--- config.mk ---
export PLATFORM = sky130hd
export DESIGN_NAME = gtc_ram
export DESIGN_NICKNAME = d
export VERILOG_FILES = /design/src/design/gtc_ram.sv
export SDC_FILE = /design/constraint.sdc
export NUM_CORES = 1
export LEC_CHECK = 0
export BUFFER_PORTS_ARGS = -buffer_cell sky130_fd_sc_hd__buf_4
export CELL_PAD_IN_SITES_DETAIL_PLACEMENT = 1
export CELL_PAD_IN_SITES_GLOBAL_PLACEMENT = 1
export CORE_MARGIN = 1
export CORE_UTILIZATION = 58
export DETAILED_ROUTE_END_ITERATION = 16
export GPL_ROUTABILITY_DRIVEN = 0
export PLACE_DENSITY = 0.82
export SETUP_SLACK_MARGIN = 0.1
export SYNTH_ARGS = -nofsm -noshare
export SYNTH_HDL_FRONTEND = slang
export SYNTH_SLANG_ARGS = --single-unit
--- constraint.sdc ---
create_clock -name clock -period 4.7 [get_ports clock]
set_clock_uncertainty 0.2 [all_clocks]
set_input_delay 0.235 -clock clock [delete_from_list [all_inputs] [get_ports clock]]
set_output_delay 0.235 -clock clock [all_outputs]
set_load 0.01 [all_outputs]
--- src/design/gtc_ram.sv ---
module gtc_ram #(
   parameter int WIDTH = 8,
   parameter int DEPTH = 16
) (
   input  logic                     clock,
   input  logic                     we,
   input  logic [$clog2(DEPTH)-1:0] addr,
   input  logic [WIDTH-1:0]         wdata,
   output logic [WIDTH-1:0]         rdata
);

   logic [WIDTH-1:0] mem [DEPTH];
   logic [WIDTH-1:0] rdata_ff;

   always_ff @(posedge clock) begin
      if (we) begin
         mem[addr] <= wdata;
      end
      rdata_ff <= mem[addr];
   end

   assign rdata = rdata_ff;

endmodule

==> qor.yml <==
floorplan:
  die_w_um: 95.5
  die_y_um: 95.5
  io_pins: 22
  dieArea_um2: 9110
  fp.coreArea_um2: 8340
  rows: 33
  initial_utilization_pct: 60.8
grt:
  use_met1_pct: 35.6
  grt_pass1_wl_mm: 15.4
  grt-ovfl-total: 0
  grt_pass1_vias: 2491
  antenna_found_initial: 1
  grt_start_max_net_pins: 40
  grt.met2_usage_pct: 41.6
  grt_util_met3_pct: 8.13
  busiest_layer: "met2"
  track_usage_pct: 26.5
critical_path:
  critPathKind: "in2reg"
  cp_num_buf_inv: 1
  crit_chain: "buf_4 > or3b_2 > nor3_1"
  cpLargestDelayFamily: "simple AND/OR/NAND/NOR gates"
  critPathArrivalTime_ns: 1.89
  crit_fanout: 8
  cp.required_ns: 4.62
  start_kind: "input port"
  end_kind: "flop"
  critPathMaxStageDelay_ns: 0.99
  crit_slowest_cell: "nor3_1"
logic_synthesis:
  synth_common_cells: "128 x edfxtp_1, 32 x mux4_2, 16 x a22oi_1"
  ys_types: 18
  synth_area_leaders: "edfxtp_1 76%, mux4_2 14%, dfxtp_1 3.2%"
  synth_edf_count: 128
  synth_flop_cell: "edfxtp_1"
  syn_area_um2: 5070
  yosysMostFrequentCell: "edfxtp_1"
  synth-seq-cells: 136
  async_flop_share_pct: 0
  postSynthAreaPerCell_um2: 22.0
  synth_cells: 230
  syn_nets: 244
  post-synth-top-area-fraction_pct: 75.9
  yosys.area.top_type: "edfxtp_1"
  ys_seq_area_share_pct: 79.0
  ys_warn_count: 0
power_and_ir_drop:
  p_leak_nw: 1.94
  power.density_nw_per_um2: 466
  peakVddDrop_mv: 0.436
routing:
  route.detailed.drc: 0
  dr.first_iter.drc_count: 199
  avgViaCountPerCell: 6.29
  wire_per_inst_um: 27.6
  drt_wl_total_mm: 10.7
  vias: 2427
  detail-route-antenna-nets: 0
  dr.pass1.iters: 4
placed_design:
  place.port_buffers: 21
  dp_hpwl_mm: 6.31
sta:
  worstMarginPinSlew_ns: 1.27
  fin_crit_sh_pct: 41.9
  relSlewSlack_pct: 14.8
  fin_crit_ns: 1.97
  finalSetupViolations: 0
  drv_slew: 0
  fmax_mhz: 507
  rsz0062_at_grt: "false"
  tns_ns: 0
  hold_viol_final: 0
clock_tree:
  cts-root-buf: "clkbuf_8"
  cts_buffers: 17
  clkTransAtPathRegs_ns: 0.06
  cts.path.max_buffers: 2
  cts_hold_buffers: 8
  cts_sinks: 136
  cts_setup_buffers: 0
  cts_tree: "done"
  cts_resized: 0
  htree_levels: 4
  clk_latency_ns: 0.51
cells_and_area:
  multi_input_area_um2: 1000
  syn_to_final_growth_pct: 17.4
  regArea_um2: 4000
  final_nets: 282
  fillerInstances: 655
  final_layout_size_suffix_gt1_share_pct: 30.2
  diodes: 0
  final_core_util_pct: 71.3
worst_hold_path:
  hold_class: "in2reg"
job:
  drv_cap: 0
run_status:
  status: "complete, no violations"
final timing paths:
kind              slack, ns        end  cells after the start      start
setup / recovery       2.73  mem[0][6]                      3    addr[2]
hold reg to reg        0.52   rdata[6]                      3  mem[9][6]
setup reg to reg       3.05   rdata[2]                      3  mem[7][2]
hold / removal         0.12   rdata[0]                      4    addr[3]
sequential cells by signal (all words and copies together), names as in the netlist:
name,count
mem,128
rdata,8
per-layer routing:
layer | part of all wire, % | up-vias
met1 | 44 | 1300
met5 | 0.094 | -
met2 | 50 | 72
met4 | 1.7 | 2
met3 | 5.0 | 16
li1 | - | 1037
tightest hold or removal path, delay by kind of cell:
| family | cells | cell delay (ns) |
|---|---|---|
| buffers and inverters | 1 | 0.11 |
| AO/OA/AOI/OAI | 1 | 0.21 |
| AND/OR/NAND/NOR | 2 | 0.22 |
cell families (layout without fill, tap and decap cells):
| kind of cell | count (synthesis) | in the layout | synth area share, % |
|---|---|---|---|
| DFF | 136 | 136 | 79.0 |
| and+or+nand+nor | 35 | 35 | 3.21 |
| buffers and inverters | 11 | 62 | 1.19 |
| muxes | 32 | 32 | 14.2 |
| AOI/OAI and AO/OA | 16 | 16 | 2.37 |
report_power, final:
group	switching (mW)	total, mW	internal (mW)	leakage (nW)
clock	0.506	1.26	0.759	0.266
combinational	0.0809	0.141	0.0601	0.449
sequential	0.00857	1.36	1.36	1.22
total	0.595	2.77	2.18	1.94
stage by stage:
stage	setup WS, ns	instance area, µm²	hold WS, ns	total power, mW	cells
global route	2.62	5950	0.123	2.84	386
CTS	2.72	5950	0.108	2.78	386
global placement	2.27	5300	0.351	1.52	346
detailed placement	2.16	5300	0.373	1.52	346
finish	2.73	5950	0.118	2.77	386
floorplan	2.77	5070	0.134	1.46	230
cells in the final DEF, fill, tap and decap left out:
cell type      Yosys  layout
a22oi_1           16      16
and2_1             1       1
buf_4              0      22
bufinv_16          0       2
clkbuf_1           2       2
clkbuf_16          0      16
clkbuf_8           0       1
clkinv_2           0       2
clkinv_4           0       1
clkinvlp_4         0       4
dfxtp_1            8       8
dlygate4sd3_1      0       8
edfxtp_1         128     128
inv_6              0       4
mux4_2            32      32
nand2_1            9       9
nand2b_1           2       2
nand3_1            1       1
nand3b_1           2       2
nor2_1            13      13
nor2b_1            2       2
nor3_1             4       4
or3b_2             1       1
final cells by class:
cell class                      instances  area share, %
Clock buffer                           19           7.09
Timing Repair Buffer                   30           4.12
Sequential cell                       136           67.3
Tap cell                              105           2.21
Multi-Input combinational cell         83           16.9
Clock inverter                         13           2.42
(Power assumes the default switching activity.)
