`config.mk`:
```
export PLATFORM = sky130hd
export DESIGN_NAME = gtc_slope
export DESIGN_NICKNAME = d
export VERILOG_FILES = /design/src/design/gtc_pkg.sv /design/src/design/gtc_slope.sv
export SDC_FILE = /design/constraint.sdc
export NUM_CORES = 2
export LEC_CHECK = 0
export BUFFER_PORTS_ARGS = -buffer_cell sky130_fd_sc_hd__clkbuf_2
export CORE_ASPECT_RATIO = 0.9
export CORE_MARGIN = 5
export CORE_UTILIZATION = 65
export CTS_CLUSTER_SIZE = 25
export DETAILED_ROUTE_END_ITERATION = 7
export PLACE_DENSITY_LB_ADDON = 0.1
export SYNTH_ARGS = -nofsm -noshare
export SYNTH_HDL_FRONTEND = slang
export SYNTH_SLANG_ARGS = --single-unit
```
`constraint.sdc`:
```
create_clock -name clock -period 12.2 [get_ports clock]
set_input_delay 2.44 -clock clock [delete_from_list [all_inputs] [get_ports clock]]
set_output_delay 2.44 -clock clock [all_outputs]
set_load 0.02 [all_outputs]
```
`src/design/gtc_pkg.sv`:
```
package gtc_pkg;

   localparam int MAX_WIDTH  = 64;
   localparam int MAX_HEIGHT = 64;
   localparam int MAX_RADIUS = 7;

   localparam int CELLS   = MAX_WIDTH * MAX_HEIGHT;
   localparam int ADDR_W  = $clog2(CELLS);
   localparam int XC_W    = $clog2(MAX_WIDTH);
   localparam int YC_W    = $clog2(MAX_HEIGHT);
   localparam int DIM_W   = 7;
   localparam int RAD_W   = 3;
   localparam int RSQ_W   = 7;
   localparam int OCC_W   = 17;
   localparam int ELEV_W  = 24;
   localparam int GRAD_W  = ELEV_W + 2;
   localparam int SLOPE_W = 52;
   localparam int CSR_IDX_W = 3;

   localparam logic [OCC_W-1:0] OCC_ONE = OCC_W'(65536);

   typedef enum logic [CSR_IDX_W-1:0] {
      CSR_GRID_WIDTH  = 3'd0,
      CSR_GRID_HEIGHT = 3'd1,
      CSR_RADIUS      = 3'd2,
      CSR_RADIUS_SQ   = 3'd3,
      CSR_OCC_THRESH  = 3'd4,
      CSR_SLOPE_LIMIT = 3'd5
   } csr_index_type;

   typedef enum logic [1:0] {
      CLASS_UNKNOWN     = 2'd0,
      CLASS_BLOCKED     = 2'd1,
      CLASS_TRAVERSABLE = 2'd2
   } class_type;

   localparam logic OP_WRITE    = 1'b0;
   localparam logic OP_CLASSIFY = 1'b1;

   typedef struct packed {
      logic                     mark_occ;
      logic                     mark_elev;
      logic [OCC_W-1:0]         occ;
      logic signed [ELEV_W-1:0] elev;
   } cell_type;

   localparam int CELL_W = $bits(cell_type);

   typedef struct packed {
      logic [DIM_W-1:0] grid_width;
      logic [DIM_W-1:0] grid_height;
      logic [RAD_W-1:0] scan_radius;
      logic [RSQ_W-1:0] radius_sq_limit;
      logic [OCC_W-1:0] occ_threshold;
   } cfg_type;

   typedef struct packed {
      logic                     start;
      logic signed [GRAD_W-1:0] gx;
      logic signed [GRAD_W-1:0] gy;
   } slope_req_type;

   typedef struct packed {
      logic done;
      logic over;
   } slope_rsp_type;

endpackage

```
`src/design/gtc_slope.sv`:
```
module gtc_slope (
   input  logic                         clock,
   input  logic                         reset,
   input  gtc_pkg::slope_req_type       req,
   input  logic [gtc_pkg::SLOPE_W-1:0]  limit,
   output gtc_pkg::slope_rsp_type       rsp
);

   logic                                  v0_ff, v1_ff, v2_ff, done_ff;
   logic signed [gtc_pkg::GRAD_W-1:0]     gx_ff, gy_ff;
   logic signed [2*gtc_pkg::GRAD_W-1:0]   px_full, py_full;
   logic [gtc_pkg::SLOPE_W-1:0]           px_ff, py_ff;
   logic                                  over_ff;

   // squares are non-negative and below 2^50
   assign px_full = gx_ff * gx_ff;
   assign py_full = gy_ff * gy_ff;

   always_ff @(posedge clock) begin
      if (reset) begin
         v0_ff   <= 1'b0;
         v1_ff   <= 1'b0;
         v2_ff   <= 1'b0;
         done_ff <= 1'b0;
      end else begin
         v0_ff   <= req.start;
         v1_ff   <= v0_ff;
         v2_ff   <= v1_ff;
         done_ff <= v2_ff;
      end
      if (req.start) begin
         gx_ff <= req.gx;
         gy_ff <= req.gy;
      end
      if (v0_ff) px_ff <= px_full[gtc_pkg::SLOPE_W-1:0];
      if (v1_ff) py_ff <= py_full[gtc_pkg::SLOPE_W-1:0];
      if (v2_ff) over_ff <= (px_ff + py_ff) > limit;
   end

   assign rsp.done = done_ff;
   assign rsp.over = over_ff;

endmodule

```
==> metrics.md <==
| Metric | Value |
|---|---|
| Fillcell total | `~6,300` |
| Global-route wire length before repair | `about 190 mm` |
| Fin Setup TNS | `0 ns` |
| Worst path max stage delay | `between 0.5 and 0.6 ns` |
| Cell family with most CP delay | `adder cells` |
| Final Util | `68.6%` |
| Hpwl dp | `between 90 and 100 mm` |
| RSZ-0062 raised after global routing | `false` |
| Max frequency | `between 0.1 and 0.15 GHz` |
| Cts repair resizes | `0` |
| Routed WL | `roughly 120 mm` |
| CP startpoint kind | `flip-flop` |
| Period minus WS final | `8.26 ns` |
| Port Buffers | `around 110` |
| CTS tree | `done` |
| Avg Synthesized Cell Area | `between 9 and 10 um^2` |
| Post-CTS setup buffer count | `0` |
| Hold Buf Count CTS | `0` |
| Final net count | `roughly 7,000` |
| Worst Path Arrival | `8.49 ns` |
| Boundary Pins | `about 110` |
| Crit share post-route | `between 60% and 70%` |
| Pin count of the biggest net entering global routing | `54` |
| Ys Warns | `0` |
| P&R area growth vs syn | `4.47%` |
| Total grt overflow | `0` |
| Async SR Flop Fraction | `0%` |
| Post-route setup slack | `approximately 3.9 ns` |
| Antenna-violating nets left | `0` |
| Die Width | `309 um` |
| Post-synth top area share | `a little over 50%` |
| HP Class | `reg2reg` |
| DRC | `0` |
| Core footprint | `between 0.07 and 0.08 mm^2` |
| RD Place Congestion | `0.922` |
| Leading post-synthesis cells by cell area | `fa_1 50%, inv_1 12%, ha_1 9.6%, edfxtp_1 8.9%, and2_1 3.4%` |
| Cell repeated most along the worst path | `fa_1` |
| Starting Density | `around two thirds` |
| Yosys top cell by area | `fa_1` |
| Max Slew Vio Count | `0` |
| Reg clk slew, reported paths | `roughly 0.08 ns` |
| Initial DRC count | `2,167` |
| Number of global-route vias before repair | `between 30,000 and 40,000` |
| Setup CP Type | `reg2reg` |
| Max-cap violation count | `0` |
| Latest clock arrival within the worst-skew pair | `0.51 ns` |
| Clock Sink Count | `roughly 160` |
| 1st-pass router iterations | `5` |
| Final setup vio count | `0` |
| Number of synthesized flops with an enable pin | `155` |
| Die area | `approximately 0.086 mm^2` |
| Wirelength per Cell | `roughly 18 um` |
| Synth unique cells | `75` |
| Cell count after synthesis | `about 5,300` |
| Max FO, Critical Path | `22` |
| CTS root buf | `clkbuf_16` |
| Initial antenna violation count | `1` |
| Seq/Total Area, Yosys | `under 10%` |
| Mapped cell area | `0.0523 mm^2` |
| Inserted Clock Buffers | `17` |
| Worst setup EP type | `flip-flop` |
| Total Routing Usage GR | `between 20 and 30%` |
| Status | `finished, final reports clean` |
| Primary FF master, synth | `edfxtp_1` |
| FP Rows | `between 90 and 100` |
| CP Buf/Inv Count | `8` |
| Vias per cell | `5.40` |
| H-tree levels | `4` |
| Layout cells sized above 1 | `4.04%` |
| Setup Skew | `between 0.02 and 0.025 ns` |
| Clock tree buffer depth | `2` |
| Post-Place Worst Slack | `between 4 and 5 ns` |
| Syn nets | `slightly above 7,000` |
| Crit-path slowest cell | `fa_1` |
| Final hold vios | `0` |
| Commonest cells post-synth | `1,679 x inv_1, 1,315 x fa_1, 403 x ha_1` |
| Worst-Margin Slew | `1.21 ns` |
| Die height | `279 um` |
| CP required | `roughly 12 ns` |
| Hold_ws | `roughly 0.45 ns` |
| Via count | `~35,000` |
| Slew headroom | `19.6%` |
| Synthesized flop and latch total | `between 150 and 200` |
| Count leader, synth | `inv_1` |
final cells by class:
| class | instances | area [um^2] | area share, % |
|---|---|---|---|
| multi-input combinational | 3314 | 40800 | 74.5 |
| inverter | 1681 | 6310 | 11.5 |
| antenna | 2 | 5.00 | 0.00915 |
| clock buffer | 22 | 464 | 0.849 |
| timing repair buffer | 161 | 941 | 1.72 |
| clock inverter | 10 | 149 | 0.272 |
| tap | 1050 | 1310 | 2.40 |
| sequential | 159 | 4740 | 8.66 |
worst register-to-register path: stages, from the launching register on:
cell,delay (ns)
edfxtp_1,0.34
buf_4,0.34
clkinv_1,0.44
nor2_1,0.29
fa_1,0.46
fa_1,0.52
inv_1,0.06
fa_1,0.53
inv_1,0.05
fa_1,0.50
inv_1,0.05
fa_1,0.52
inv_1,0.05
fa_1,0.47
inv_1,0.05
fa_1,0.47
inv_1,0.04
ha_1,0.35
and4_1,0.29
a221o_1,0.38
o21ai_1,0.30
a21oi_1,0.21
o31ai_4,0.32
a31oi_2,0.18
a221oi_4,0.48
o21bai_1,0.15
xor2_1,0.17
per-stage QoR:
| stage | std cells | instance area (um^2) |
|---|---|---|
| floorplan | 5292 | 52300 |
| global placement | 6365 | 54100 |
| detailed placement | 6365 | 54100 |
| CTS | 6397 | 54700 |
| global route | 6397 | 54700 |
| finish | 6399 | 54700 |
cell usage in the layout, fill, tap and decap left out, types with 54 or more instances in the layout:
| cell type | n |
|---|---|
| ha_1 | 403 |
| and2_1 | 286 |
| buf_4 | 54 |
| xnor2_1 | 129 |
| nand2_1 | 398 |
| inv_1 | 1679 |
| o21ai_0 | 54 |
| a21o_1 | 100 |
| a21oi_1 | 119 |
| clkbuf_2 | 107 |
| nor2_1 | 109 |
| edfxtp_1 | 155 |
| fa_1 | 1315 |
worst paths after layout:
path / from / to / slack (ns) / cells after the start
setup reg to reg: gx_ff[7]$_DFFE_PP_ / px_ff[44]$_DFFE_PP_ / 3.94 / 26
hold / removal: v2_ff$_SDFF_PP0_ / over_ff$_DFFE_PP_ / 0.45 / 0
setup / recovery: gx_ff[7]$_DFFE_PP_ / px_ff[44]$_DFFE_PP_ / 3.94 / 26
hold reg to reg: v2_ff$_SDFF_PP0_ / over_ff$_DFFE_PP_ / 0.45 / 0
per-layer routing:
layer / GRT usage [%] / up-vias / routed length, um
met5: 0 / - / 0
li1: - / 15500 / -
met1: 39.1 / 17600 / 47100
met4: 9.02 / 0 / 3580
met2: 48.5 / 1113 / 57700
met3: 5.23 / 234 / 8470
logic make-up (layout without fill, tap and decap cells):
family	after synthesis	in the layout	share of synthesized area, %
AOI/OAI and AO/OA	423	423	5.51
xor gates and xnor gates	177	177	2.96
adders and majority gates	1718	1718	59.9
buffers and inverters	1819	1874	13.1
DFF	159	159	9.05
muxes	5	5	0.100
other	0	2	0
and+or+nand+nor	991	991	9.36
state kept, by name, indices dropped and copies added (netlist names):
name and flops:
done_ff 1, gx_ff 26, gy_ff 26, over_ff 1, px_ff 51, py_ff 51, v0_ff 1, v1_ff 1
v2_ff 1
Power is left out: the tool's default activity adds up to more than one toggle a clock period on the data nets, which glitch-free logic cannot reach.
