`src/design/gtc_pkg.sv`:
```
package gtc_pkg;

   localparam int MAX_WIDTH  = 64;
   localparam int MAX_HEIGHT = 64;
   localparam int MAX_RADIUS = 7;

   localparam int CELLS   = MAX_WIDTH * MAX_HEIGHT;
   localparam int ADDR_W  = $clog2(CELLS);
   localparam int XC_W    = $clog2(MAX_WIDTH);
   localparam int YC_W    = $clog2(MAX_HEIGHT);
   localparam int DIM_W   = 7;
   localparam int RAD_W   = 3;
   localparam int RSQ_W   = 7;
   localparam int OCC_W   = 17;
   localparam int ELEV_W  = 24;
   localparam int GRAD_W  = ELEV_W + 2;
   localparam int SLOPE_W = 52;
   localparam int CSR_IDX_W = 3;

   localparam logic [OCC_W-1:0] OCC_ONE = OCC_W'(65536);

   typedef enum logic [CSR_IDX_W-1:0] {
      CSR_GRID_WIDTH  = 3'd0,
      CSR_GRID_HEIGHT = 3'd1,
      CSR_RADIUS      = 3'd2,
      CSR_RADIUS_SQ   = 3'd3,
      CSR_OCC_THRESH  = 3'd4,
      CSR_SLOPE_LIMIT = 3'd5
   } csr_index_type;

   typedef enum logic [1:0] {
      CLASS_UNKNOWN     = 2'd0,
      CLASS_BLOCKED     = 2'd1,
      CLASS_TRAVERSABLE = 2'd2
   } class_type;

   localparam logic OP_WRITE    = 1'b0;
   localparam logic OP_CLASSIFY = 1'b1;

   typedef struct packed {
      logic                     mark_occ;
      logic                     mark_elev;
      logic [OCC_W-1:0]         occ;
      logic signed [ELEV_W-1:0] elev;
   } cell_type;

   localparam int CELL_W = $bits(cell_type);

   typedef struct packed {
      logic [DIM_W-1:0] grid_width;
      logic [DIM_W-1:0] grid_height;
      logic [RAD_W-1:0] scan_radius;
      logic [RSQ_W-1:0] radius_sq_limit;
      logic [OCC_W-1:0] occ_threshold;
   } cfg_type;

   typedef struct packed {
      logic                     start;
      logic signed [GRAD_W-1:0] gx;
      logic signed [GRAD_W-1:0] gy;
   } slope_req_type;

   typedef struct packed {
      logic done;
      logic over;
   } slope_rsp_type;

endpackage

```
`src/design/gtc_seq.sv`:
```
module gtc_seq (
   input  logic                              clock,
   input  logic                              reset,
   input  gtc_pkg::cfg_type                  cfg,
   input  logic                              start,
   output logic                              busy,
   input  logic                              opcode,
   input  logic [gtc_pkg::XC_W-1:0]          cell_x,
   input  logic [gtc_pkg::YC_W-1:0]          cell_y,
   input  logic [gtc_pkg::OCC_W-1:0]         occupancy,
   input  logic                              occupancy_ok,
   input  logic signed [gtc_pkg::ELEV_W-1:0] elevation,
   input  logic                              elevation_ok,
   output logic                              ram_we,
   output logic [gtc_pkg::ADDR_W-1:0]        ram_addr,
   output logic [gtc_pkg::CELL_W-1:0]        ram_wdata,
   input  logic [gtc_pkg::CELL_W-1:0]        ram_rdata,
   output gtc_pkg::slope_req_type            slope_req,
   input  gtc_pkg::slope_rsp_type            slope_rsp,
   output logic                              rsp_valid,
   output gtc_pkg::class_type                rsp_class
);

   typedef enum logic [8:0] {
      S_CLEAR = 9'b000000001,
      S_IDLE  = 9'b000000010,
      S_CTR   = 9'b000000100,
      S_OFS   = 9'b000001000,
      S_OCHK  = 9'b000010000,
      S_NADR  = 9'b000100000,
      S_NCHK  = 9'b001000000,
      S_GRAD  = 9'b010000000,
      S_SLOPE = 9'b100000000
   } state_type;

   localparam int CO_W = 8;   // signed coordinate with offset
   localparam int OF_W = gtc_pkg::RAD_W + 1;

   state_type                           state_ff, state_in;
   logic [gtc_pkg::ADDR_W-1:0]          clr_ff, clr_in;
   logic [gtc_pkg::XC_W-1:0]            x_ff, x_in;
   logic [gtc_pkg::YC_W-1:0]            y_ff, y_in;
   logic signed [OF_W-1:0]              dx_ff, dx_in, dy_ff, dy_in;
   logic [1:0]                          k_ff, k_in;
   logic [3:0]                          has_ff, has_in;
   logic signed [gtc_pkg::ELEV_W-1:0]   ce_ff, ce_in;
   logic signed [gtc_pkg::ELEV_W-1:0]   ne_ff [4];
   logic signed [gtc_pkg::ELEV_W-1:0]   ne_in [4];
   logic                                rsp_valid_ff, rsp_valid_in;
   gtc_pkg::class_type                  rsp_class_ff, rsp_class_in;

   logic [gtc_pkg::DIM_W-1:0]           w_eff, h_eff;
   logic [gtc_pkg::RAD_W-1:0]           r_eff;
   logic signed [OF_W-1:0]              r_pos, r_neg;
   logic signed [CO_W-1:0]              dx_w, dy_w;
   logic [7:0]                          dist_sq;
   logic                                in_disk, last_ofs;
   logic signed [CO_W-1:0]              nx, ny;
   logic                                off_grid;
   gtc_pkg::cell_type                   rd, wr;
   logic [3:0]                          n_inside;
   logic signed [gtc_pkg::GRAD_W-1:0]   gx, gy;

   function automatic logic [gtc_pkg::ADDR_W-1:0] addr_of(
      input logic [gtc_pkg::XC_W-1:0] ax,
      input logic [gtc_pkg::YC_W-1:0] ay
   );
      addr_of = gtc_pkg::ADDR_W'(ay) * gtc_pkg::ADDR_W'(gtc_pkg::MAX_WIDTH)
                + gtc_pkg::ADDR_W'(ax);
   endfunction

   function automatic logic signed [gtc_pkg::GRAD_W-1:0] ext(
      input logic signed [gtc_pkg::ELEV_W-1:0] v
   );
      ext = gtc_pkg::GRAD_W'(v);
   endfunction

   assign w_eff = (cfg.grid_width > gtc_pkg::DIM_W'(gtc_pkg::MAX_WIDTH))
                  ? gtc_pkg::DIM_W'(gtc_pkg::MAX_WIDTH) : cfg.grid_width;
   assign h_eff = (cfg.grid_height > gtc_pkg::DIM_W'(gtc_pkg::MAX_HEIGHT))
                  ? gtc_pkg::DIM_W'(gtc_pkg::MAX_HEIGHT) : cfg.grid_height;
   assign r_eff = (cfg.scan_radius > gtc_pkg::RAD_W'(gtc_pkg::MAX_RADIUS))
                  ? gtc_pkg::RAD_W'(gtc_pkg::MAX_RADIUS) : cfg.scan_radius;
   assign r_pos = $signed({1'b0, r_eff});
   assign r_neg = -r_pos;

   // offsets widened before squaring so the products keep every bit
   assign dx_w     = CO_W'(dx_ff);
   assign dy_w     = CO_W'(dy_ff);
   assign dist_sq  = 8'(dx_w * dx_w + dy_w * dy_w);
   assign in_disk  = dist_sq <= {1'b0, cfg.radius_sq_limit};
   assign last_ofs = (dx_ff == r_pos) && (dy_ff == r_pos);
   assign nx = $signed({2'b00, x_ff}) + dx_w;
   assign ny = $signed({2'b00, y_ff}) + dy_w;
   assign off_grid = (nx < 0) || (ny < 0) ||
                     (nx >= $signed({1'b0, w_eff})) || (ny >= $signed({1'b0, h_eff}));

   assign rd = gtc_pkg::cell_type'(ram_rdata);

   assign n_inside[0] = x_ff != '0;
   assign n_inside[1] = ({1'b0, x_ff} + 7'd1) < w_eff;
   assign n_inside[2] = y_ff != '0;
   assign n_inside[3] = ({1'b0, y_ff} + 7'd1) < h_eff;

   always_comb begin
      if (has_ff[0] && has_ff[1]) gx = ext(ne_ff[1]) - ext(ne_ff[0]);
      else if (has_ff[1])         gx = (ext(ne_ff[1]) - ext(ce_ff)) <<< 1;
      else                        gx = (ext(ce_ff) - ext(ne_ff[0])) <<< 1;
      if (has_ff[2] && has_ff[3]) gy = ext(ne_ff[3]) - ext(ne_ff[2]);
      else if (has_ff[3])         gy = (ext(ne_ff[3]) - ext(ce_ff)) <<< 1;
      else                        gy = (ext(ce_ff) - ext(ne_ff[2])) <<< 1;
   end

   always_comb begin
      wr.mark_occ  = occupancy_ok && (occupancy <= gtc_pkg::OCC_ONE);
      wr.mark_elev = elevation_ok;
      wr.occ       = occupancy;
      wr.elev      = elevation;
   end

   always_comb begin
      state_in     = state_ff;
      clr_in       = clr_ff;
      x_in         = x_ff;
      y_in         = y_ff;
      dx_in        = dx_ff;
      dy_in        = dy_ff;
      k_in         = k_ff;
      has_in       = has_ff;
      ce_in        = ce_ff;
      ne_in        = ne_ff;
      rsp_valid_in = 1'b0;
      rsp_class_in = rsp_class_ff;
      ram_we       = 1'b0;
      ram_addr     = addr_of(x_ff, y_ff);
      ram_wdata    = '0;
      slope_req.start = 1'b0;
      slope_req.gx    = gx;
      slope_req.gy    = gy;
      case (state_ff)
         S_CLEAR: begin
            ram_we   = 1'b1;
            ram_addr = clr_ff;
            clr_in   = clr_ff + 1'b1;
            if (clr_ff == gtc_pkg::ADDR_W'(gtc_pkg::CELLS - 1)) state_in = S_IDLE;
         end
         S_IDLE: begin
            if (start) begin
               ram_addr = addr_of(cell_x, cell_y);
               if (opcode == gtc_pkg::OP_WRITE) begin
                  ram_we    = 1'b1;
                  ram_wdata = wr;
               end else if ({1'b0, cell_x} >= w_eff || {1'b0, cell_y} >= h_eff) begin
                  rsp_valid_in = 1'b1;
                  rsp_class_in = gtc_pkg::CLASS_UNKNOWN;
               end else begin
                  x_in     = cell_x;
                  y_in     = cell_y;
                  state_in = S_CTR;
               end
            end
         end
         S_CTR: begin
            ce_in = rd.elev;
            dx_in = r_neg;
            dy_in = r_neg;
            if (!(rd.mark_occ && rd.mark_elev)) begin
               rsp_valid_in = 1'b1;
               rsp_class_in = gtc_pkg::CLASS_UNKNOWN;
               state_in     = S_IDLE;
            end else begin
               state_in = S_OFS;
            end
         end
         S_OFS, S_OCHK: begin
            logic advance;
            advance = 1'b0;
            if (state_ff == S_OFS) begin
               if (!in_disk) begin
                  advance = 1'b1;
               end else if (off_grid) begin
                  rsp_valid_in = 1'b1;
                  rsp_class_in = gtc_pkg::CLASS_UNKNOWN;
                  state_in     = S_IDLE;
               end else begin
                  ram_addr = addr_of(nx[gtc_pkg::XC_W-1:0], ny[gtc_pkg::YC_W-1:0]);
                  state_in = S_OCHK;
               end
            end else if (!(rd.mark_occ && rd.mark_elev)) begin
               rsp_valid_in = 1'b1;
               rsp_class_in = gtc_pkg::CLASS_UNKNOWN;
               state_in     = S_IDLE;
            end else if (rd.occ >= cfg.occ_threshold) begin
               rsp_valid_in = 1'b1;
               rsp_class_in = gtc_pkg::CLASS_BLOCKED;
               state_in     = S_IDLE;
            end else begin
               advance = 1'b1;
            end
            if (advance) begin
               if (last_ofs) begin
                  k_in     = 2'd0;
                  state_in = S_NADR;
               end else begin
                  state_in = S_OFS;
                  if (dx_ff == r_pos) begin
                     dx_in = r_neg;
                     dy_in = dy_ff + 1'b1;
                  end else begin
                     dx_in = dx_ff + 1'b1;
                  end
               end
            end
         end
         S_NADR: begin
            case (k_ff)
               2'd0:    ram_addr = addr_of(x_ff - 1'b1, y_ff);
               2'd1:    ram_addr = addr_of(x_ff + 1'b1, y_ff);
               2'd2:    ram_addr = addr_of(x_ff, y_ff - 1'b1);
               default: ram_addr = addr_of(x_ff, y_ff + 1'b1);
            endcase
            if (n_inside[k_ff]) begin
               state_in = S_NCHK;
            end else begin
               has_in[k_ff] = 1'b0;
               k_in = k_ff + 1'b1;
               if (k_ff == 2'd3) state_in = S_GRAD;
            end
         end
         S_NCHK: begin
            has_in[k_ff] = rd.mark_elev;
            ne_in[k_ff]  = rd.elev;
            k_in = k_ff + 1'b1;
            state_in = (k_ff == 2'd3) ? S_GRAD : S_NADR;
         end
         S_GRAD: begin
            if (!(has_ff[0] || has_ff[1]) || !(has_ff[2] || has_ff[3])) begin
               rsp_valid_in = 1'b1;
               rsp_class_in = gtc_pkg::CLASS_UNKNOWN;
               state_in     = S_IDLE;
            end else begin
               slope_req.start = 1'b1;
               state_in        = S_SLOPE;
            end
         end
         S_SLOPE: begin
            if (slope_rsp.done) begin
               rsp_valid_in = 1'b1;
               rsp_class_in = slope_rsp.over ? gtc_pkg::CLASS_BLOCKED
                                             : gtc_pkg::CLASS_TRAVERSABLE;
               state_in     = S_IDLE;
            end
         end
         default: begin
            state_in = S_IDLE;
         end
      endcase
   end

   always_ff @(posedge clock) begin
      if (reset) begin
         state_ff     <= S_CLEAR;
         clr_ff       <= '0;
         k_ff         <= '0;
         rsp_valid_ff <= 1'b0;
      end else begin
         state_ff     <= state_in;
         clr_ff       <= clr_in;
         k_ff         <= k_in;
         rsp_valid_ff <= rsp_valid_in;
      end
      x_ff         <= x_in;
      y_ff         <= y_in;
      dx_ff        <= dx_in;
      dy_ff        <= dy_in;
      has_ff       <= has_in;
      ce_ff        <= ce_in;
      ne_ff        <= ne_in;
      rsp_class_ff <= rsp_class_in;
   end

   assign busy      = state_ff != S_IDLE;
   assign rsp_valid = rsp_valid_ff;
   assign rsp_class = rsp_class_ff;

`ifndef ASSERT_OFF
   a_no_rsp_in_clear: assert property (@(posedge clock) disable iff (reset)
      state_ff == S_CLEAR |-> !rsp_valid_ff)
      else $error("response during clearing pass");
   a_no_write_in_scan: assert property (@(posedge clock) disable iff (reset)
      (state_ff == S_OFS || state_ff == S_OCHK || state_ff == S_NADR ||
       state_ff == S_NCHK) |-> !ram_we)
      else $error("cell store written during classify");
   a_classify_moves: assert property (@(posedge clock) disable iff (reset)
      (start && !busy && opcode == gtc_pkg::OP_CLASSIFY)
      |=> (rsp_valid_ff || state_ff == S_CTR))
      else $error("classify word lost");
   a_slope_done_state: assert property (@(posedge clock) disable iff (reset)
      slope_rsp.done |-> state_ff == S_SLOPE)
      else $error("slope result outside wait state");
`endif

endmodule

```
`config.mk`:
```
export PLATFORM = sky130hd
export DESIGN_NAME = gtc_seq
export DESIGN_NICKNAME = d
export VERILOG_FILES = /design/src/design/gtc_pkg.sv /design/src/design/gtc_seq.sv
export SDC_FILE = /design/constraint.sdc
export NUM_CORES = 1
export LEC_CHECK = 0
export BUFFER_PORTS_ARGS = -buffer_cell sky130_fd_sc_hd__buf_2
export CAP_MARGIN = 30
export CORE_MARGIN = 1
export CORE_UTILIZATION = 35
export DETAILED_ROUTE_END_ITERATION = 10
export SLEW_MARGIN = 0
export SYNTH_ARGS = -nofsm -noshare
export SYNTH_HDL_FRONTEND = slang
export SYNTH_SLANG_ARGS = --single-unit
```
`constraint.sdc`:
```
create_clock -name clock -period 6.1 [get_ports clock]
set_input_delay 0.61 -clock clock [delete_from_list [all_inputs] [get_ports clock]]
set_output_delay 0.61 -clock clock [all_outputs]
set_load 0.02 [all_outputs]
```
==> reports/qor.yml, run 1 <==
leakagePower_uw: 0.00989
syn_avg_cell_area_um2: 8.72
fmax_mhz: 155
vias: 17600
ctsHoldBuffers: 0
root_buffer: "clkbuf_16"
ys_dominant_reg_cell: "edfxtp_1"
synth_xor_area_share_pct: 6.77
synth.top_cell.area_share_pct: 23.2
p_seq_share_pct: 46.1
synth-simple-area-share_pct: 17.9
seqCellArea_um2: 4860
finalWirelength_um: 59500
power.internal_uw: 2050
die_w_um: 234
synth_top_family_by_area: "compound AO/OA/AOI/OAI gates"
wl_per_cell_um: 19.0
yosysSeqAreaShare_pct: 25.8
std_cell_rows: 84
cts_buffer_depth: 2
synth_area_um2: 18900
clkSlewWorstSetupHoldPaths_ps: 70
core_area_um2: 53000
drt_pass1_iterations: 6
dp_hpwl_um: 48100
via_per_inst: 5.63
period_minus_slack_ps: 6450
synth-compound-area-share_pct: 22.6
numCtsBuffers: 17
cap_violations: 0
grt_pass1_vias: 17200
boundaryPins: 258
whs_ps: 379
drc: 0
drive_above_1_share_pct: 15.8
final_core_util_pct: 41.4
power_frac_comb_pct: 14.1
criticalPathCategory: "flop to primary output"
synth.distinct_cells: 77
final_nets: 2873
clock_sinks: 170
required_ps: 5490
ys_seq_elements: 170
die_area_um2: 54900
setup_viol: 12
cp_cell_sequence: "inv_2, nor2_2, fa_1, fa_1, fa_1, inv_1, fa_1, inv_2, ha_4, nor2b_4, nand2_2, o21ai_2, xor2_1, ha_1, a21o_1, a21oi_2, a21oi_4, or3_4, a21o_4, a221o_1, buf_2"
yosys.area.top_type: "edfxtp_1"
cpMostUsedCell: "fa_1"
power_uw: 2780
start_kind: "flop"
antenna_found_initial: 0
synth-adder-area-share_pct: 20.7
drtAntennaViolNets: 0
ys_top_cells_by_area: "edfxtp_1, ha_1, a21oi_1"
vdd_drop_max_mv: 0.193
syn-num-nets: 2604
initialDrtViolationCount: 1144
crit_path_end_kind: "primary output"
violations: "setup timing"
final-max-slew-violation-count: 0
multi_input_area_um2: 13200
dieHeight_um: 234
pwr-share-clk_pct: 39.8
synthMuxAreaShare_pct: 1.38
critical_path_arrival_ps: 5840
area_growth_pct: 16.0
fin_ws_ps: -353
slew_headroom_pct: 29.5
hp-class: "input pin to flop"
switchingPower_uw: 735
grt_max_degree: 39
async_reset_ff_share_pct: 0
slowest_delay_ps: 570
synth_edf_count: 146
overflow: 0
gp_congestion: 0.952
p_per_area_nw_per_um2: 127
cts_tree: "done"
clock_skew_ps: 13.0
switching_share_pct: 26.4
cts_max_level: 4
synthCells: 2166
synth.most_common_cell: "ha_1"
port_buffers: 257
critical_path_peak_fanout: 6
rsz0062_at_grt: "yes"
fillers: 5325
grt_pass1_wl_um: 92100
yosys-top-cells-count: "ha_1, inv_1, a21oi_1, nor2_1, edfxtp_1"
yosysWarnings: 0
finalCritPeriodShare_pct: 106
tightest_slew_ps: 1060
clk_latency_ps: 450
diodes: 0
final-hold-violation-count: 0
start_util_pct: 35.7
grtUsageTotal_pct: 21.6
tns_ps: -3900
outcome: "complete, but fails checks"
slowest_stage: "fa_1"
[path summary, 6_finish.rpt]
check	cells after the start	start	to	slack [ps]
worst min register to register	2	clr_ff[8]$_SDFFE_PP0N_	clr_ff[8]$_SDFFE_PP0N_	550
worst max-delay path	21	dx_ff[3]$_DFFE_PP_	ram_addr[9]	-350
worst min-delay path	1	cell_y[2]	y_ff[2]$_DFFE_PP_	380
worst max register to register	20	dy_ff[3]$_DFFE_PP_	dy_ff[1]$_DFFE_PP_	370
[per-layer routing]
layer  routed length [um]  part of all wire (%)  GRT usage (%)
met3                 3440                   5.8           2.21
met4                 2100                   3.5           8.83
met1                26100                    44           28.2
met2                27800                    47           36.4
met5                    0                     0              0
[power groups by stage]
stage / clock, uW / sequential [uW] / combinational (uW)
floorplan: 0 / 1300 / 215
global placement: 0 / 1310 / 349
detailed placement: 0 / 1310 / 357
CTS: 1140 / 1280 / 385
global route: 1170 / 1290 / 431
finish: 1110 / 1280 / 392
[cell families after synthesis]
logic type	count (synthesis)
simple gates	653
compound gates	636
fa+ha+maj	293
buf+inv	242
flops	170
xor+xnor	146
mux	26
[critical path, delay by kind of cell (launching register included)]
family / cells / cell delay (ps)
DFF: 1 / 460
buffers and inverters: 4 / 390
adders and majority gates: 6 / 2520
and+or+nand+nor: 4 / 680
AOI/OAI and AO/OA: 6 / 1150
xor gates and xnor gates: 1 / 180
[stage by stage]
step | worst slack, ps | std cells | area [um2]
final | -353 | 3136 | 21900
after global routing | -607 | 3136 | 21900
after CTS | -376 | 3133 | 21900
after detailed placement | -130 | 3091 | 21100
after global placement | -2.88 | 3088 | 21100
after floorplan | 31.7 | 2166 | 19000
[layout by cell type (no fill, tap or decap), drive strengths merged, types with 9 or more instances in the layout]
| master | netlist | final |
|---|---|---|
| o211ai | 22 | 22 |
| o221ai | 14 | 14 |
| nor4 | 24 | 24 |
| inv | 188 | 193 |
| a21oi | 162 | 162 |
| nand3 | 54 | 54 |
| nor2b | 31 | 31 |
| nand4 | 15 | 15 |
| xnor2 | 83 | 83 |
| a221o | 15 | 15 |
| a21o | 71 | 72 |
| nand2b | 33 | 33 |
| o2111ai | 13 | 13 |
| clkbuf | 46 | 20 |
| a2111oi | 10 | 10 |
| or3 | 13 | 13 |
| and4 | 9 | 9 |
| mux2i | 26 | 26 |
| buf | 7 | 301 |
| o31a | 11 | 11 |
| nor3 | 46 | 46 |
| dfxtp | 24 | 24 |
| nor2 | 155 | 155 |
| and2 | 61 | 61 |
| and3 | 26 | 26 |
| edfxtp | 146 | 146 |
| fa | 33 | 33 |
| o21a | 47 | 47 |
| o31ai | 23 | 23 |
| o21ai | 111 | 111 |
| or2 | 12 | 12 |
| ha | 260 | 260 |
| nand2 | 133 | 133 |
| a31oi | 24 | 24 |
| xor2 | 63 | 63 |
| o21bai | 10 | 10 |
| a211oi | 25 | 25 |
[what timing repair did]
action | in CTS | in global routing
setup buffers | 9 | 1
resized for setup | 21 | 3
cloned | 1 | 1
endpoints found under the setup margin | 12 | 12
pin swaps | 6 | 2
[area by class of cell]
cell class	count	share of cell area, %
sequential	170	22.2
multi-input combinational	1755	60.4
clock buffer	19	1.98
clock inverter	13	0.651
tap	688	3.93
timing repair buffer	302	7.63
inverter	189	3.25
[sequential cells by signal, indices dropped and copies added, names as in the netlist]
name       flops
ce_ff         24
k_ff           2
ne_ff         96
clr_ff        12
state_ff       9
rsp_valid      1
y_ff           6
dy_ff          4
dx_ff          4
has_ff         4
x_ff           6
rsp_class      2
Note: power is estimated with default switching activity, not from simulation.
==> inputs of run 2 (changes only) <==
==> constraint.sdc (replaced) <==
create_clock -name clock -period 5.96 [get_ports clock]
set_input_delay 0.596 -clock clock [delete_from_list [all_inputs] [get_ports clock]]
set_output_delay 0.596 -clock clock [all_outputs]
set_load 0.02 [all_outputs]
==> run 2 against run 1 <==
Compared with the run above:
- the flow still finishes with violations (setup timing)
- first-iteration DRC count is 6.7% higher
- wire length grew 0.79%
- worst setup slack worse by 62 ps
- flip-flop and latch count unchanged
- final cell count about the same
- combinational power up 2%
- non-clock buffer count is 1 lower
- register-to-register slack better by 50 ps
- via count rose by 0.33%
- global-route usage rose by 0.081 points
- sequential power about the same
- critical endpoint unchanged
- largest cell class unchanged
==> reports/qor.yml, run 2 (same netlist as run 1, synthesis figures left out) <==
clock_skew_ps: 20.3
drive_above_1_share_pct: 15.8
drc: 0
pwr-share-clk_pct: 39.2
final_core_util_pct: 41.3
overflow: 0
via_per_inst: 5.65
cts_max_level: 4
routed.top_layer: "met4"
crit_path_end_kind: "primary output"
power_frac_comb_pct: 14.2
final-max-slew-violation-count: 0
slew_headroom_pct: 29.7
setup_viol: 12
final_cell_mix: "ha_1, buf_2, inv_1, a21oi_1, nor2_1"
hp-class: "input pin to flop"
final-hold-violation-count: 0
leakagePower_uw: 0.00988
fin_ws_ps: -414
std_cell_rows: 84
met1_length_um: 26100
dp_hpwl_um: 48600
clk_latency_ps: 460
largest_registers: "ne_ff x96, ce_ff x24, clr_ff x12"
finish.instance_area_um2: 21900
tns_ps: -4470
cts_tree: "done"
vdd_drop_max_mv: 0.199
start_kind: "flop"
switchingPower_uw: 762
period_minus_slack_ps: 6370
tightest_slew_ps: 1050
rsz0062_at_grt: "yes"
regMostFlops: "ne_ff"
required_ps: 5360
whs_ps: 365
port_buffers: 257
largest_reg_flops: 96
violations: "setup timing"
grt_pass1_wl_um: 92500
final_nets: 2872
grt_pass1_vias: 17300
gp_congestion: 0.942
p_seq_share_pct: 46.6
cap_violations: 0
r2r_start: "dy_ff[3]$_DFFE_PP_"
core_area_um2: 53000
antenna_found_initial: 0
boundaryPins: 258
start_util_pct: 35.7
switching_share_pct: 27.0
critical_path_peak_fanout: 5
worstReg2RegEnd: "dy_ff[2]$_DFFE_PP_"
clock_sinks: 170
place_area_um2: 21200
initialDrtViolationCount: 1221
min_from: "cell_y[5]"
critical_path_arrival_ps: 5780
drt_pass1_iterations: 5
drtAntennaViolNets: 0
grt_max_degree: 45
vias: 17700
hold_end: "y_ff[5]$_DFFE_PP_"
layout_commonest_cell: "ha_1"
finalWirelength_um: 59900
met2_length_um: 28900
dpl_worst_slack_ps: -140
fmax_mhz: 157
outcome: "complete, but fails checks"
hold_depth: 1
die_area_um2: 54900
cts_buffer_depth: 2
met3_length_um: 3370
power.internal_uw: 2060
dieHeight_um: 234
grtUsageTotal_pct: 21.7
root_buffer: "clkbuf_16"
die_w_um: 234
r2r_cells: 20
wl_per_cell_um: 19.1
finalCritPeriodShare_pct: 107
clkSlewWorstSetupHoldPaths_ps: 70
diodes: 0
reg2reg_slack_ps: 420
area_growth_pct: 15.9
p_per_area_nw_per_um2: 129
numCtsBuffers: 17
criticalPathCategory: "flop to primary output"
==> run 2: changes by cell type in the layout (fill, tap and decap cells not counted), sizes merged <==
cell      previous run  this run
clkbuf              20        19
buf                301       300
inv                193       196
clkinv               4         3
clkinvlp             3         2
bufinv               2         1
==> run 2: worst max-delay path by stage <==
| stage | start | endpoint | cells past startpoint |
|---|---|---|---|
| after floorplan | dy_ff[3]$_DFFE_PP_ | ram_addr[9] | 23 |
| after global placement | dy_ff[3]$_DFFE_PP_ | ram_addr[0] | 21 |
| after detailed placement | dy_ff[3]$_DFFE_PP_ | ram_addr[0] | 21 |
| after CTS | dy_ff[3]$_DFFE_PP_ | ram_addr[9] | 20 |
| after global routing | dy_ff[3]$_DFFE_PP_ | ram_addr[10] | 20 |
| final | dy_ff[3]$_DFFE_PP_ | ram_addr[9] | 20 |
==> run 2: cell type report <==
| cell class | count | area, um2 |
|---|---|---|
| clock buffers | 18 | 429 |
| clock inverters | 13 | 131 |
| fillers | 5289 | 31100 |
| inverters | 189 | 712 |
| multi-input cells | 1755 | 13200 |
| flip-flops and latches | 170 | 4860 |
| well taps | 688 | 861 |
| repair buffers | 301 | 1680 |
==> run 2: layer usage <==
layer | global-route usage (%) | vias up
li1 | - | 8555
met5 | 0 | -
met2 | 37.7 | 694
met3 | 2.08 | 90
met1 | 28.1 | 8368
met4 | 7.08 | 0
==> run 2: repair_timing <==
action / in CTS / in global routing
gates cloned: 1 / 0
setup endpoints to repair: 12 / 12
setup buffers: 3 / 2
hold buffers: 0 / 0
pin swaps: 6 / 2
gates resized for setup: 20 / 6
==> run 2: power groups by stage <==
stage                     Sequential (uW)  Combinational, uW  Clock [uW]
after CTS                            1310                391        1130
after floorplan                      1340                220           0
after global placement               1340                358           0
after detailed placement             1340                366           0
after global routing                 1320                435        1160
final                                1310                399        1110
==> run 2: critical path, stage by stage (launching register included) <==
cell	delay (ps)
edfxtp_1	490
ha_4	240
fa_1	500
fa_1	430
fa_1	490
inv_1	50
fa_1	490
inv_2	50
ha_4	260
nor2b_4	140
nand2_1	70
o21ai_2	160
xor2_1	180
ha_1	260
a21o_1	190
a21oi_2	170
a21oi_4	90
or3_4	380
a21o_4	240
a221o_1	340
buf_6	140
==> run 2: metrics by stage <==
step / std cells / power (uW)
floorplan: 2166 / 1560
global placement: 3093 / 1700
detailed placement: 3095 / 1710
CTS: 3130 / 2840
global route: 3134 / 2910
finish: 3134 / 2820
==> inputs of run 3 (changes only) <==
--- a/config.mk
+++ b/config.mk
@@ -5,11 +5,15 @@
 export SDC_FILE = /design/constraint.sdc
 export NUM_CORES = 1
 export LEC_CHECK = 0
+export ABC_AREA = 1
 export BUFFER_PORTS_ARGS = -buffer_cell sky130_fd_sc_hd__buf_2
 export CAP_MARGIN = 30
+export CELL_PAD_IN_SITES_DETAIL_PLACEMENT = 1
+export CELL_PAD_IN_SITES_GLOBAL_PLACEMENT = 1
 export CORE_MARGIN = 1
-export CORE_UTILIZATION = 35
+export CORE_UTILIZATION = 44
 export DETAILED_ROUTE_END_ITERATION = 10
+export PLACE_DENSITY_LB_ADDON = 0.1
 export SLEW_MARGIN = 0
 export SYNTH_ARGS = -nofsm -noshare
 export SYNTH_HDL_FRONTEND = slang
==> run 3 against run 2 <==
Compared with the run above:
- the flow still finishes with violations (setup timing)
- first-iteration DRC count decreased by 15%
- flip-flop and latch count unchanged
- clock skew decreased by 11 ps
- worst hold slack got worse by 38 ps
- largest cell class unchanged
==> reports/qor.yml, run 3 <==
rsz0062_at_grt: "yes"
port_buffers: 257
finalCritPeriodShare_pct: 102
drtAntennaViolNets: 0
numCtsBuffers: 17
start_util_pct: 44.5
overflow: 0
die_area_um2: 45600
ys_dominant_reg_cell: "edfxtp_1"
async_reset_ff_share_pct: 0
grtUsageTotal_pct: 33.0
std_cell_rows: 77
start_kind: "flop"
critical_path_arrival_ps: 5490
fmax_mhz: 164
fin_cells: 3645
final-hold-violation-count: 0
vdd_drop_max_mv: 0.151
boundaryPins: 258
largest_reg_flops: 96
switchingPower_uw: 1050
switching_share_pct: 33.2
synth_edf_count: 146
p_per_area_nw_per_um2: 140
final_cell_mix: "nand2_1, inv_1, a21oi_1, ha_1, buf_2"
area_growth_pct: 15.3
crit_path_end_kind: "primary output"
drt_pass1_iterations: 5
regMostFlops: "ne_ff"
power.internal_uw: 2120
r2r_cells: 18
syn-num-nets: 3202
antenna_found_initial: 3
drive_above_1_share_pct: 14.0
grt_pass1_vias: 21400
outcome: "complete, but fails checks"
ctsHoldBuffers: 0
dieHeight_um: 214
clock_sinks: 170
cts_max_level: 4
leakagePower_uw: 0.0113
violations: "setup timing"
ys_top_cells_by_area: "edfxtp_1, ha_1, nand2_1"
gp_congestion: 0.934
clkSlewWorstSetupHoldPaths_ps: 80
core_area_um2: 44200
yosysSeqAreaShare_pct: 24.7
die_w_um: 214
required_ps: 5360
fillers: 5754
cpMostUsedCell: "fa_1"
clock_skew_ps: 9.68
hp-class: "input pin to flop"
hold_depth: 1
yosys-top-cells-count: "nand2_1, inv_1, a21oi_1, ha_1, nor2_1"
slew_headroom_pct: 39.7
worstReg2RegEnd: "dy_ff[2]$_DFFE_PP_"
synth.distinct_cells: 67
via_per_inst: 5.66
dp_hpwl_um: 62200
criticalPathCategory: "flop to primary output"
path_buf_inv: 5
synth_area_um2: 19700
tns_ps: -1220
period_minus_slack_ps: 6080
place_area_um2: 21800
syn_avg_cell_area_um2: 7.13
power_frac_comb_pct: 23.3
final_nets: 3474
largest_registers: "ne_ff x96, ce_ff x24, clr_ff x12"
pwr-share-clk_pct: 35.1
final-max-slew-violation-count: 0
initialDrtViolationCount: 1034
cap_violations: 0
ys_seq_elements: 170
fin_ws_ps: -122
finalWirelength_um: 74900
finish.instance_area_um2: 22700
critical_path_peak_fanout: 6
root_buffer: "clkbuf_16"
synth.most_common_cell: "nand2_1"
layout_commonest_cell: "nand2_1"
p_seq_share_pct: 41.5
crit_family: "adder cells"
clk_latency_ps: 460
hold_end: "y_ff[0]$_DFFE_PP_"
wl_per_cell_um: 20.5
reg2reg_slack_ps: 480
cts_buffer_depth: 2
synth.top_cell.area_share_pct: 22.3
yosys.area.top_type: "edfxtp_1"
place_inst: 3600
slowest_delay_ps: 660
setup_viol: 12
tightest_slew_ps: 902
drc: 0
yosysWarnings: 0
cp_cell_sequence: "ha_2, inv_2, fa_2, fa_1, fa_1, fa_1, inv_1, a31oi_4, xor2_1, inv_1, ha_4, a21o_1, a21oi_2, o211ai_1, buf_4, nand2_8, nand2_4, nand2_1, nand3_1, a21oi_2, buf_6"
grt_max_degree: 40
cts_tree: "done"
slowest_stage: "fa_1"
grt_pass1_wl_um: 115000
min_from: "cell_y[0]"
vias: 20600
synthCells: 2764
r2r_start: "dy_ff[3]$_DFFE_PP_"
[run 3: changes by cell type in the layout (fill, tap and decap cells not counted), sizes merged, moves of 28 or more]
cell,before,now
o21ai,111,216
inv,196,457
xnor2,83,22
a21oi,162,296
nand2b,33,1
nand3,54,141
o21a,47,10
and2,61,5
nand4,15,43
nor2b,31,0
a21o,72,22
nand2,133,564
nor2,155,220
[run 3: layout make-up]
| class | count | area (um2) | area share, % |
|---|---|---|---|
| repair buffers | 291 | 1630 | 7.19 |
| diodes | 4 | 10.0 | 0.0441 |
| flip-flops and latches | 170 | 4860 | 21.4 |
| inverters | 455 | 1720 | 7.57 |
| well taps | 592 | 741 | 3.26 |
| clock buffers | 17 | 425 | 1.87 |
| multi-input cells | 2101 | 13200 | 58.0 |
| clock inverters | 15 | 135 | 0.595 |
[run 3: how the worst max path moves through the flow]
stage | from | cells past startpoint | slack [ps] | end
2_1_floorplan | dy_ff[3]$_DFFE_PP_ | 23 | 40 | ram_addr[9]
3_3_place_gp | dy_ff[0]$_DFFE_PP_ | 23 | 180 | ram_addr[0]
3_5_place_dp | dy_ff[0]$_DFFE_PP_ | 23 | 40 | ram_addr[1]
4_1_cts | dy_ff[3]$_DFFE_PP_ | 22 | -0.9 | ram_addr[9]
5_1_grt | dx_ff[2]$_DFFE_PP_ | 22 | -330 | ram_addr[3]
6_report | dy_ff[3]$_DFFE_PP_ | 21 | -120 | ram_addr[1]
[run 3: cells by family after synthesis]
group           share of synthesized area (%)
compound gates                           18.5
xor+xnor                                 3.20
fa+ha+maj                                19.9
buf+inv                                  9.57
flops                                    24.7
simple gates                             24.1
mux                                    0.0508
[run 3: worst reg2reg max path, delay by kind of cell, from the launching register on]
kind                       cells  cell delay, ps
xor gates and xnor gates       1             190
AOI/OAI and AO/OA              3             840
buffers and inverters          4             500
and+or+nand+nor                4             570
adders and majority gates      6            2610
DFF                            1             420
[run 3: routing by layer]
| metal | track usage, % | part of all wire (%) | vias to the layer above |
|---|---|---|---|
| met2 | 60.2 | 51 | 536 |
| met5 | 0 | 0.021 | - |
| li1 | - | - | 9956 |
| met1 | 36.3 | 39 | 9915 |
| met3 | 4.45 | 3.7 | 231 |
| met4 | 19.8 | 6.2 | 2 |
[run 3: metrics by stage]
stage	setup slack (ps)	utilization, %	total power (uW)	hold slack (ps)
after global routing	-329	51.3	3290	321
final	-122	51.3	3180	327
after CTS	-0.948	51.1	3140	305
after detailed placement	38.2	49.3	2000	495
after global placement	182	49.2	1980	483
after floorplan	37.0	-	1740	455
[run 3: power groups by stage]
stage	clock (uW)	combinational [uW]	sequential [uW]
global placement	0	631	1350
global route	1170	805	1320
floorplan	0	395	1340
CTS	1130	694	1320
detailed placement	0	652	1350
finish	1120	742	1320
[run 3: repair_timing]
action | CTS | global route
endpoints found under the hold margin | 0 | 0
gates resized for setup | 40 | 26
gates cloned | 1 | 0
endpoints found under the setup margin | 12 | 12
pin swaps | 25 | 9
buffers inserted | 6 | 2
